File: config.mk
export PLATFORM = sky130hd
export DESIGN_NAME = ip_prefix_class_lookup_top
export DESIGN_NICKNAME = d
export VERILOG_FILES = /design/src/ipcl_pkg.sv /design/src/ipcl_ram.sv /design/src/ip_prefix_class_lookup_top.sv
export SDC_FILE = /design/constraint.sdc
export NUM_CORES = 2
export LEC_CHECK = 0
export ABC_AREA = 0
export BUFFER_PORTS_ARGS = -buffer_cell sky130_fd_sc_hd__buf_2
export CORE_MARGIN = 2
export CORE_UTILIZATION = 55
export CTS_CLUSTER_DIAMETER = 150
export DETAILED_ROUTE_END_ITERATION = 10
export HOLD_SLACK_MARGIN = 0.08
export PLACE_DENSITY = 0.7
export REMOVE_ABC_BUFFERS = 1
export SLEW_MARGIN = 15
export SYNTH_ARGS = -nofsm -noshare
export SYNTH_HDL_FRONTEND = slang
export SYNTH_SLANG_ARGS = --single-unit
File: constraint.sdc
create_clock -name clk -period 10.8 [get_ports clk]
set_input_delay 1.62 -clock clk [delete_from_list [all_inputs] [get_ports clk]]
set_output_delay 1.62 -clock clk [all_outputs]
set_load 0.005 [all_outputs]
File: src/ipcl_pkg.sv
`timescale 1ns / 1ps

package ipcl_pkg;

  localparam int TABLE_DEPTH_DEFAULT = 64;
  localparam int CLASS_WIDTH_DEFAULT = 8;

  localparam int ADDR_W   = 32;
  localparam int LEN_W    = 6;
  localparam int CLS_W    = 8;
  localparam int STATUS_W = 2;
  localparam int MAX_LEN  = 32;

  localparam logic CMD_INSERT = 1'b0;
  localparam logic CMD_LOOKUP = 1'b1;

  localparam logic REG_DEFAULT_CLASS = 1'b0;
  localparam logic REG_DENY_CLASS    = 1'b1;

  localparam logic [STATUS_W-1:0] ST_OK     = 2'd0;
  localparam logic [STATUS_W-1:0] ST_BADNET = 2'd1;
  localparam logic [STATUS_W-1:0] ST_FULL   = 2'd2;

  function automatic logic [ADDR_W-1:0] prefix_mask(input logic [LEN_W-1:0] len);
    logic [ADDR_W-1:0] m;
    if (len >= LEN_W'(MAX_LEN)) begin
      m = '1;
    end else begin
      m = ~({ADDR_W{1'b1}} >> len);
    end
    return m;
  endfunction

endpackage

File: src/ipcl_ram.sv
`timescale 1ns / 1ps

module ipcl_ram #(
  parameter int WIDTH = 8,
  parameter int DEPTH = 64,
  localparam int AW = (DEPTH > 1) ? $clog2(DEPTH) : 1
) (
  input  logic             clk,
  input  logic             we,
  input  logic [AW-1:0]    waddr,
  input  logic [WIDTH-1:0] wdata,
  input  logic             re,
  input  logic [AW-1:0]    raddr,
  output logic [WIDTH-1:0] rdata
);

  logic [WIDTH-1:0] mem [DEPTH];

  always_ff @(posedge clk) begin
    if (we) begin
      mem[waddr] <= wdata;
    end
    if (re) begin
      rdata <= mem[raddr];
    end
  end

endmodule

File: src/ip_prefix_class_lookup_top.sv
`timescale 1ns / 1ps
// IPv4 prefix classifier with a rule table of TABLE_DEPTH entries.
// Input channel (in_valid / in_stall): cmd selects insert (network, prefix_len,
// class_id) or lookup (address). Output channel (out_valid / out_stall): one
// word per input word with status, result_class, matched, matched_len, denied.
// Configuration: cfg_write with cfg_index 0 sets the default class, 1 the
// banned class; write only while the block is idle.
// Each word but a rejected insert scans the occupied rules (at most
// TABLE_DEPTH) one per cycle through the single read port of the rule RAM
// and one shared compare unit. The result then passes the resolve and done
// states to the output register; a rejected insert goes from acceptance
// straight to the done state. One word is worked on at a time: in_stall
// is high from acceptance until the result moves to the output register,
// so a new word is taken only once the last one has left.
// A finished result waits in a holding stage while out_stall is high; the
// output register holds its word until it is taken.
// Reset empties the table (the fill count goes to zero, no clearing pass)
// and sets the default class to 0 and the banned class to 1.
module ip_prefix_class_lookup_top
  import ipcl_pkg::*;
#(
  parameter int TABLE_DEPTH = TABLE_DEPTH_DEFAULT,
  parameter int CLASS_WIDTH = CLASS_WIDTH_DEFAULT
) (
  input  logic                clk,
  input  logic                rst,
  input  logic                cfg_write,
  input  logic                cfg_index,
  input  logic [CLS_W-1:0]    cfg_data,
  input  logic                in_valid,
  output logic                in_stall,
  input  logic                cmd,
  input  logic [ADDR_W-1:0]   address,
  input  logic [LEN_W-1:0]    prefix_len,
  input  logic [CLS_W-1:0]    class_id,
  output logic                out_valid,
  input  logic                out_stall,
  output logic [STATUS_W-1:0] status,
  output logic [CLS_W-1:0]    result_class,
  output logic                matched,
  output logic [LEN_W-1:0]    matched_len,
  output logic                denied
);

  localparam int AW   = (TABLE_DEPTH > 1) ? $clog2(TABLE_DEPTH) : 1;
  localparam int CNTW = $clog2(TABLE_DEPTH + 1);
  localparam int CXW  = (CLASS_WIDTH > CLS_W) ? CLASS_WIDTH : CLS_W;
  localparam int EW   = ADDR_W + LEN_W + CLASS_WIDTH;

  typedef enum logic [3:0] {
    S_IDLE    = 4'b0001,
    S_SCAN    = 4'b0010,
    S_RESOLVE = 4'b0100,
    S_DONE    = 4'b1000
  } state_t;

  state_t state, state_next;

  logic [CLS_W-1:0] default_class, deny_class;

  logic                   q_cmd;
  logic [ADDR_W-1:0]      q_addr;
  logic [LEN_W-1:0]       q_len;
  logic [CLASS_WIDTH-1:0] q_cls;

  logic [CNTW-1:0] cnt;
  logic [CNTW-1:0] ridx;
  logic            rv;
  logic [AW-1:0]   rslot;

  logic                   found;
  logic [AW-1:0]          slot;
  logic                   pfx_hit;
  logic [LEN_W-1:0]       best_len;
  logic [CLASS_WIDTH-1:0] best_cls;
  logic                   host_hit;
  logic [CLASS_WIDTH-1:0] host_cls;

  logic [STATUS_W-1:0]    res_status;
  logic [CLASS_WIDTH-1:0] res_cls;
  logic                   res_matched;
  logic [LEN_W-1:0]       res_len;
  logic                   res_denied;

  logic                   accept, issue, scan_end, out_load, room;
  logic                   in_net_ok;
  logic [CXW-1:0]         in_cls_ext, def_ext, ban_ext, res_cls_ext;
  logic [CLASS_WIDTH-1:0] def_m, ban_m;

  logic                   ram_we;
  logic [AW-1:0]          ram_waddr;
  logic [EW-1:0]          ram_wdata, ram_rdata;
  logic [ADDR_W-1:0]      e_net;
  logic [LEN_W-1:0]       e_len;
  logic [CLASS_WIDTH-1:0] e_cls;
  logic                   key_hit, host_match, pfx_match;

  assign accept   = in_valid && !in_stall;
  assign in_stall = (state != S_IDLE);
  assign issue    = (state == S_SCAN) && (ridx < cnt);
  assign scan_end = (state == S_SCAN) && !issue && !rv;
  assign out_load = (state == S_DONE) && (!out_valid || !out_stall);
  assign room     = (cnt < CNTW'(TABLE_DEPTH));

  assign in_net_ok = (prefix_len == '0) ||
                     ((prefix_len <= LEN_W'(MAX_LEN)) &&
                      ((address & ~prefix_mask(prefix_len)) == '0));

  assign in_cls_ext = CXW'(class_id);
  assign def_ext    = CXW'(default_class);
  assign ban_ext    = CXW'(deny_class);
  assign def_m      = def_ext[CLASS_WIDTH-1:0];
  assign ban_m      = ban_ext[CLASS_WIDTH-1:0];
  assign res_cls_ext = CXW'(res_cls);

  assign {e_net, e_len, e_cls} = ram_rdata;

  assign key_hit    = (e_net == q_addr) && (e_len == q_len);
  assign host_match = (e_len == '0) && (e_net == q_addr);
  assign pfx_match  = (e_len != '0) && (e_len <= LEN_W'(MAX_LEN)) &&
                      ((q_addr & prefix_mask(e_len)) == e_net);

  assign ram_we    = (state == S_RESOLVE) && (q_cmd == CMD_INSERT) && (found || room);
  assign ram_waddr = found ? slot : cnt[AW-1:0];
  assign ram_wdata = {q_addr, q_len, q_cls};

  ipcl_ram #(
    .WIDTH (EW),
    .DEPTH (TABLE_DEPTH)
  ) u_ram (
    .clk   (clk),
    .we    (ram_we),
    .waddr (ram_waddr),
    .wdata (ram_wdata),
    .re    (issue),
    .raddr (ridx[AW-1:0]),
    .rdata (ram_rdata)
  );

  always_comb begin
    state_next = state;
    unique case (state)
      S_IDLE: begin
        if (accept) begin
          state_next = (cmd == CMD_INSERT && !in_net_ok) ? S_DONE : S_SCAN;
        end
      end
      S_SCAN: begin
        if (scan_end) begin
          state_next = S_RESOLVE;
        end
      end
      S_RESOLVE: begin
        state_next = S_DONE;
      end
      S_DONE: begin
        if (out_load) begin
          state_next = S_IDLE;
        end
      end
      default: begin
        state_next = S_IDLE;
      end
    endcase
  end

  always_ff @(posedge clk) begin
    if (rst) begin
      state         <= S_IDLE;
      cnt           <= '0;
      rv            <= 1'b0;
      out_valid     <= 1'b0;
      default_class <= '0;
      deny_class    <= CLS_W'(1);
    end else begin
      state <= state_next;
      rv    <= issue;
      if (cfg_write) begin
        unique case (cfg_index)
          REG_DEFAULT_CLASS: default_class <= cfg_data;
          REG_DENY_CLASS:    deny_class    <= cfg_data;
          default: ;
        endcase
      end
      if (ram_we && !found) begin
        cnt <= cnt + CNTW'(1);
      end
      if (out_load) begin
        out_valid <= 1'b1;
      end else if (!out_stall) begin
        out_valid <= 1'b0;
      end
    end
  end

  always_ff @(posedge clk) begin
    rslot <= ridx[AW-1:0];
    if (accept) begin
      q_cmd      <= cmd;
      q_addr     <= address;
      q_len      <= prefix_len;
      q_cls      <= in_cls_ext[CLASS_WIDTH-1:0];
      ridx       <= '0;
      found      <= 1'b0;
      slot       <= '0;
      pfx_hit    <= 1'b0;
      best_len   <= '0;
      best_cls   <= '0;
      host_hit   <= 1'b0;
      host_cls   <= '0;
      res_status <= ST_BADNET;
      res_cls    <= '0;
      res_matched <= 1'b0;
      res_len    <= '0;
      res_denied <= 1'b0;
    end
    if (issue) begin
      ridx <= ridx + CNTW'(1);
    end
    if (rv) begin
      if (q_cmd == CMD_INSERT) begin
        if (!found && key_hit) begin
          found <= 1'b1;
          slot  <= rslot;
        end
      end else begin
        if (!host_hit && host_match) begin
          host_hit <= 1'b1;
          host_cls <= e_cls;
        end
        if (pfx_match && (!pfx_hit || e_len > best_len)) begin
          pfx_hit  <= 1'b1;
          best_len <= e_len;
          best_cls <= e_cls;
        end
      end
    end
    if (state == S_RESOLVE) begin
      if (q_cmd == CMD_INSERT) begin
        res_status  <= (found || room) ? ST_OK : ST_FULL;
        res_cls     <= '0;
        res_matched <= 1'b0;
        res_len     <= '0;
        res_denied  <= 1'b0;
      end else if (pfx_hit) begin
        res_status  <= ST_OK;
        res_cls     <= best_cls;
        res_matched <= 1'b1;
        res_len     <= best_len;
        res_denied  <= (best_cls == ban_m);
      end else if (host_hit) begin
        res_status  <= ST_OK;
        res_cls     <= host_cls;
        res_matched <= 1'b1;
        res_len     <= '0;
        res_denied  <= (host_cls == ban_m);
      end else begin
        res_status  <= ST_OK;
        res_cls     <= def_m;
        res_matched <= 1'b0;
        res_len     <= '0;
        res_denied  <= (def_m == ban_m);
      end
    end
    if (out_load) begin
      status       <= res_status;
      result_class <= res_cls_ext[CLS_W-1:0];
      matched      <= res_matched;
      matched_len  <= res_len;
      denied       <= res_denied;
    end
  end

endmodule

## Word-level counts from Yosys, hierarchy flattened

Memories as Yosys holds them, arrays and structs flattened. A register that Yosys moved wholly into a read port is not among the register bits.
Cells that the tools add are included.
W data, S select, Z words.

- Register bits: 156
- Bits in writable memories: 2944
- Logic and storage cells: 167
- Memories kept: 1

- Add/subtract/negate cells: 2
- Order comparisons: 7
- Eq/ne operators: 15
- Shifts and indexed selects: 2
- Muxes and demuxes: 64
- Bitwise gates (word level): 8
- Reduce and logical (&&, ||, !) cells: 39

Memories:

| memory | depth | bits a word | read ports | clocked after memory_dff | write ports | RTL line | source |
|---|---|---|---|---|---|---|---|
| u_ram.mem | 64 | 46 | 1 | 1 | 1 | ipcl_ram.sv:17 | `logic [WIDTH-1:0] mem [DEPTH];` |

Operators by type and width:

| operator | count |
|---|---|
| $mux W8 | 13 |
| $not A32 Y32 | 3 |
| $mux W6 | 13 |
| $and A32 B32 Y32 | 2 |
| $eq A32 B32 Y1 | 2 |
| $mux W32 | 2 |
| $shr A32 B6 Y32 const A | 2 |
| $logic_not A32 Y1 | 1 |
| $mux W1 | 25 |
| $eq A8 B8 Y1 | 3 |
| $logic_and A1 B1 Y1 | 17 |
| $mux W4 | 4 |
| $pmux W4 S4 | 1 |
| $add A7 B1 Y7 const B | 2 |
| $mux W7 | 2 |
| $ge A6 B6 Y1 const B | 2 |
| $le A6 B6 Y1 const B | 2 |
| $logic_not A6 Y1 | 2 |
| $logic_not A1 Y1 | 9 |
| $mux W2 | 4 |
| $lt A7 B7 Y1 | 1 |
| $lt A7 B7 Y1 const B | 1 |
| $eq A6 B6 Y1 | 1 |
| $gt A6 B6 Y1 | 1 |
| other kinds (13) | 22 |

## Logic depth before layout (Yosys ltp)

- Word-level depth: 13
- Depth in mapped cells: 12

## Modules after synthesis

A second synthesis with hierarchy kept.

- Cells, all modules: 5545
- Area, all modules: 120317.9 µm²

Modules (own cells, without submodules):

| module | times used | cells an instance | area each (µm²) | seq. area each (µm²) |
|---|---|---|---|---|
| ipcl_ram | 1 | 4805 | 112640.5 | 89786.1 |
| ip_prefix_class_lookup_top | 1 | 740 | 7677.4 | 4023.9 |

## Worst setup path after synthesis

No wires, ideal clock.

- Kind: flip-flop to flip-flop
- Start point: register state[3]
- End point: memory u_ram.mem[44][0] (netlist name) (enable)
- Data arrival time: 3891 ps
- Required time: 10350 ps
- Path slack: 6460 ps
- Cell stages (with the launch flop): 7
- Period minus slack after synthesis: 4340 ps
- Cells stage by stage: dfxtp_1 -> nor4b_1 -> inv_1 -> nor3_1 -> clkbuf_1 -> nand3_1 -> nor2_1

- Longest elaborated chain between the ends: 5

RTL lines:

| element | RTL line | source |
|---|---|---|
| start: declaration | ip_prefix_class_lookup_top.sv:57 | `state_t state, state_next;` |
| start signal: assignment | ip_prefix_class_lookup_top.sv:176 | `state <= state_next;` |
| $eq A4 B3 Y1 | ip_prefix_class_lookup_top.sv:123 | `assign ram_we = (state == S_RESOLVE) && (q_cmd == CMD_INSERT) && (found \|\| room);` |
| $logic_and A1 B1 Y1 (2 in series) | ip_prefix_class_lookup_top.sv:123 |  |
| $mux W1 | ipcl_ram.sv:20 | `if (we) begin` |
| $mux W1 (implied by the code) | ipcl_ram.sv:21 | `mem[waddr] <= wdata;` |
| end: declaration | ipcl_ram.sv:17 |  |

Every way passes these cells.

## Worst setup path after layout

- Start point: register ridx[0]
- End point: register u_ram.rdata[7] (read register of u_ram.mem), data pin

- Longest elaborated chain between the ends: 2

RTL lines:

| element | RTL line | source |
|---|---|---|
| start: declaration | ip_prefix_class_lookup_top.sv:67 | `logic [CNTW-1:0] ridx;` |
| start signal: assignment | ip_prefix_class_lookup_top.sv:218 | `ridx <= ridx + CNTW'(1);` |
| $lt A7 B7 Y1 | ip_prefix_class_lookup_top.sv:100 | `assign issue = (state == S_SCAN) && (ridx < cnt);` |
| $logic_and A1 B1 Y1 | ip_prefix_class_lookup_top.sv:100 |  |
| end: declaration | ipcl_ram.sv:14 | `output logic [WIDTH-1:0] rdata` |

Parallel ways exist; a longest one is shown, timed or not.
A chain may end at the register's enable or synchronous reset.

==> flow_metrics.py <==
metrics = {
    "final_layout": {
        "drive_gt1_share_pct": 26.3,
        "nNetsFinal": 5837,
        "finalInstanceArea_um2": 136000,
        "syn_to_final_growth_pct": 12.4,
        "register_area_um2": 93800,
        "layout_commonest_cell": "edfxtp_1",
        "fillers": 14500,
        "multi_input_area_um2": 26300,
        "fin_cells": 8881,
        "final_cell_mix": "3080 x edfxtp_1, 798 x mux4_2, 334 x clkbuf_16, 208 x mux2i_1, 180 x buf_4",
    },
    "clocking": {
        "cts.clk_slew.worst_paths_ns": 0.06,
        "cts_root_buf": "clkbuf_16",
        "numCtsBuffers": 325,
        "cts-hold-fix-buffers": 0,
        "clk_latency_ns": 0.97,
        "clockBufferDepth": 4,
        "cts_tree": "built",
        "cts_setup_buffers": 0,
        "cts_resized": 0,
        "cts.sinks": 3146,
        "cts_max_level": 5,
    },
    "pwr": {
        "p_per_area_nw_per_um2": 234,
        "p_leak_uw": 0.0425,
        "total_power_uw": 31800,
        "irDropWorstVdd_mv": 0.197,
    },
    "timing": {
        "setup_viol": 0,
        "finalCritPeriodShare_pct": 48.5,
        "fin_worst_skew_ns": 0.0542,
        "worst_pin_slew_ns": 1.26,
        "report.final.slew_viol_count": 0,
        "max_slew_margin_pct": 15.4,
        "rsz0062_at_grt": "false",
        "fmax_mhz": 191,
        "setup_ws_ns": 5.56,
        "hold_viol": 0,
        "timing.setup.tns_ns": 0,
        "fin_crit_ns": 5.24,
    },
    "worst_setup_path": {
        "worstSetupPathType": "reg2reg",
        "crit_slowest_cell": "a211oi_1",
        "cp_cell_sequence": "buf_4 -> buf_12 -> buf_4 -> mux4_2 -> mux4_2 -> a211oi_1 -> a31oi_1",
        "cp_data_arrival_time_ns": 5.87,
        "worstSetupStartpointType": "flip-flop",
        "cp.required_ns": 11.43,
        "worst-path-max-fanout": 90,
        "crit-reg2reg-capture": "u_ram.rdata[7]",
        "ff2ff_path_depth": 7,
        "r2r_start": "ridx[0]",
        "max_stage_delay_ns": 1.04,
        "r2r_slack_ns": 5.56,
        "endpoint_kind": "flip-flop",
    },
    "die": {
        "ios": 81,
        "num_rows": 172,
        "core-area_um2": 219000,
        "die_area_um2": 224000,
        "initial_core_util_pct": 55.2,
        "die_h_um": 473,
        "chipWidth_um": 473,
    },
    "placed_design": {
        "place_ws_ns": 5.60,
        "io_buffers": 80,
        "place.gp.congestion": 0.916,
        "post_dp_cell_area_um2": 126000,
        "dp_cells": 8305,
        "dp_hpwl_mm": 169,
    },
    "route": {
        "ant_nets": 0,
        "vias_per_cell": 6.88,
        "firstDrtPassIters": 7,
        "drt_iter0_markers": 9814,
        "drc": 0,
        "post_drt_wl_per_cell_um": 36.7,
        "vias": 61100,
        "routed_wl_mm": 326,
    },
    "synth": {
        "ys.flop_type": "edfxtp_1",
        "syn_inst": 5455,
        "synth_edf_count": 3080,
        "synth_seq_cells": 3146,
        "async_flop_share_pct": 0,
        "ys_seq_area_share_pct": 77.6,
        "syn_area_per_cell_um2": 22.2,
        "syn-cell-area_um2": 121000,
        "yosysUniqueCellTypes": 73,
        "yosysWarnings": 0,
    },
    "global_routing": {
        "first_global_vias": 60100,
        "antenna_found_initial": 16,
        "grt_pass1_wl_mm": 456,
        "gr-total-overflow": 0,
        "grt_usage_pct": 29.2,
        "grt_max_degree": 131,
    },
    "worst_hold_path": {
        "min_to": "result_class[6]",
        "hold_class": "reg2reg",
        "whs_path_depth": 0,
        "min_from": "res_cls[6]",
    },
    "job": {
        "cap_violations": 0,
    },
    "outcome": {
        "status": "completed",
    },
}
[layout make-up]
class / count / area share [%]
flip-flops and latches: 3146 / 69.0
clock inverters: 153 / 0.926
multi-input cells: 1967 / 19.4
clock buffers: 417 / 6.42
repair buffers: 272 / 1.47
inverters: 50 / 0.147
well taps: 2871 / 2.64
diodes: 5 / 0.00921
[cells in the mapped netlist (4+ instances only)]
| library cell | count | share of area (%) |
|---|---|---|
| mux4_2 | 798 | 15 |
| a22oi_1 | 4 | 0.025 |
| xor2_1 | 25 | 0.18 |
| and2_1 | 6 | 0.031 |
| nor3_1 | 10 | 0.041 |
| o21ai_0 | 81 | 0.34 |
| inv_1 | 48 | 0.15 |
| nor4_1 | 11 | 0.057 |
| o211ai_1 | 6 | 0.037 |
| nand2b_1 | 7 | 0.036 |
| nand4_1 | 11 | 0.057 |
| o311ai_0 | 5 | 0.036 |
| mux2_2 | 5 | 0.047 |
| xnor2_1 | 33 | 0.24 |
| buf_1 | 62 | 0.19 |
| a31oi_1 | 28 | 0.14 |
| mux2i_1 | 208 | 1.7 |
| a21boi_0 | 4 | 0.025 |
| clkbuf_1 | 170 | 0.53 |
| a211oi_1 | 39 | 0.24 |
| buf_2 | 57 | 0.24 |
| nand2_1 | 140 | 0.43 |
| a21o_1 | 8 | 0.050 |
| or3_1 | 4 | 0.021 |
| o22ai_1 | 64 | 0.33 |
| ha_1 | 14 | 0.14 |
| nand3_1 | 32 | 0.13 |
| a21oi_1 | 76 | 0.31 |
| dfxtp_1 | 66 | 1.1 |
| o21ai_1 | 5 | 0.021 |
| edfxtp_1 | 3080 | 76 |
| and3_1 | 18 | 0.093 |
| o21a_1 | 8 | 0.050 |
| nor2b_1 | 29 | 0.15 |
| nor2_1 | 157 | 0.49 |
| a32oi_1 | 4 | 0.029 |
| o221ai_1 | 77 | 0.56 |
[cells by family (layout without fill, tap and decap cells)]
| family | after synthesis | in the layout | synth area share (%) |
|---|---|---|---|
| adders and majority gates | 14 | 14 | 0.145 |
| muxes | 1014 | 1014 | 16.7 |
| DFF | 3146 | 3146 | 77.6 |
| and+or+nand+nor | 441 | 441 | 1.65 |
| xor gates and xnor gates | 58 | 58 | 0.420 |
| buffers and inverters | 342 | 892 | 1.13 |
| AOI/OAI and AO/OA | 440 | 440 | 2.43 |
| other | 0 | 5 | 0 |
[critical path: cells and delay by family, from the launching register on]
family / cells / cell delay, ns
flops: 1 / 0.35
mux: 2 / 1.09
compound gates: 2 / 1.15
buf+inv: 3 / 2.07
[sequential cells by signal, indices dropped and copies added (netlist names), 8 cells and up]
name          cells
u_ram.mem      2944
u_ram.rdata      46
q_addr           32
ban_ext           8
best_cls          8
def_ext           8
host_cls          8
q_cls             8
res_cls           8
result_class      8
[worst max-delay path by stage]
stage,slack (ns),endpoint,startpoint,depth (start not counted)
after CTS,5.55,u_ram.rdata[7],ridx[0],7
after floorplan,-21.59,u_ram.rdata[43],ridx[0],5
after global placement,5.62,u_ram.rdata[27],ridx[0],8
after detailed placement,5.60,u_ram.rdata[7],ridx[0],7
final,5.56,u_ram.rdata[7],ridx[0],7
after global routing,5.32,u_ram.rdata[7],ridx[0],7
[layer usage]
| layer | track usage, % | share of wire [%] | wire length [µm] | up-vias |
|---|---|---|---|---|
| li1 | - | - | - | 23700 |
| met1 | 40.6 | 37 | 120000 | 32500 |
| met2 | 46.4 | 48 | 157000 | 4114 |
| met3 | 6.09 | 11 | 36100 | 739 |
| met4 | 10.5 | 4.0 | 12900 | 6 |
| met5 | 0 | 0.0077 | 25 | - |
[power breakdown]
group / total, µW / internal [µW] / switching, µW
clock: 10700 / 6160 / 4500
combinational: 6640 / 2510 / 4130
sequential: 14500 / 14400 / 73.3
total: 31800 / 23100 / 8700
[through the flow]
stage          hold WS (ns)  utilization, %
2_1_floorplan         0.400               -
3_3_place_gp          0.406            57.4
3_5_place_dp          0.405            57.5
4_1_cts               0.419            62.0
5_1_grt               0.430            62.0
6_report              0.419            62.0
No activity file was read; power rests on OpenSTA's default activity.
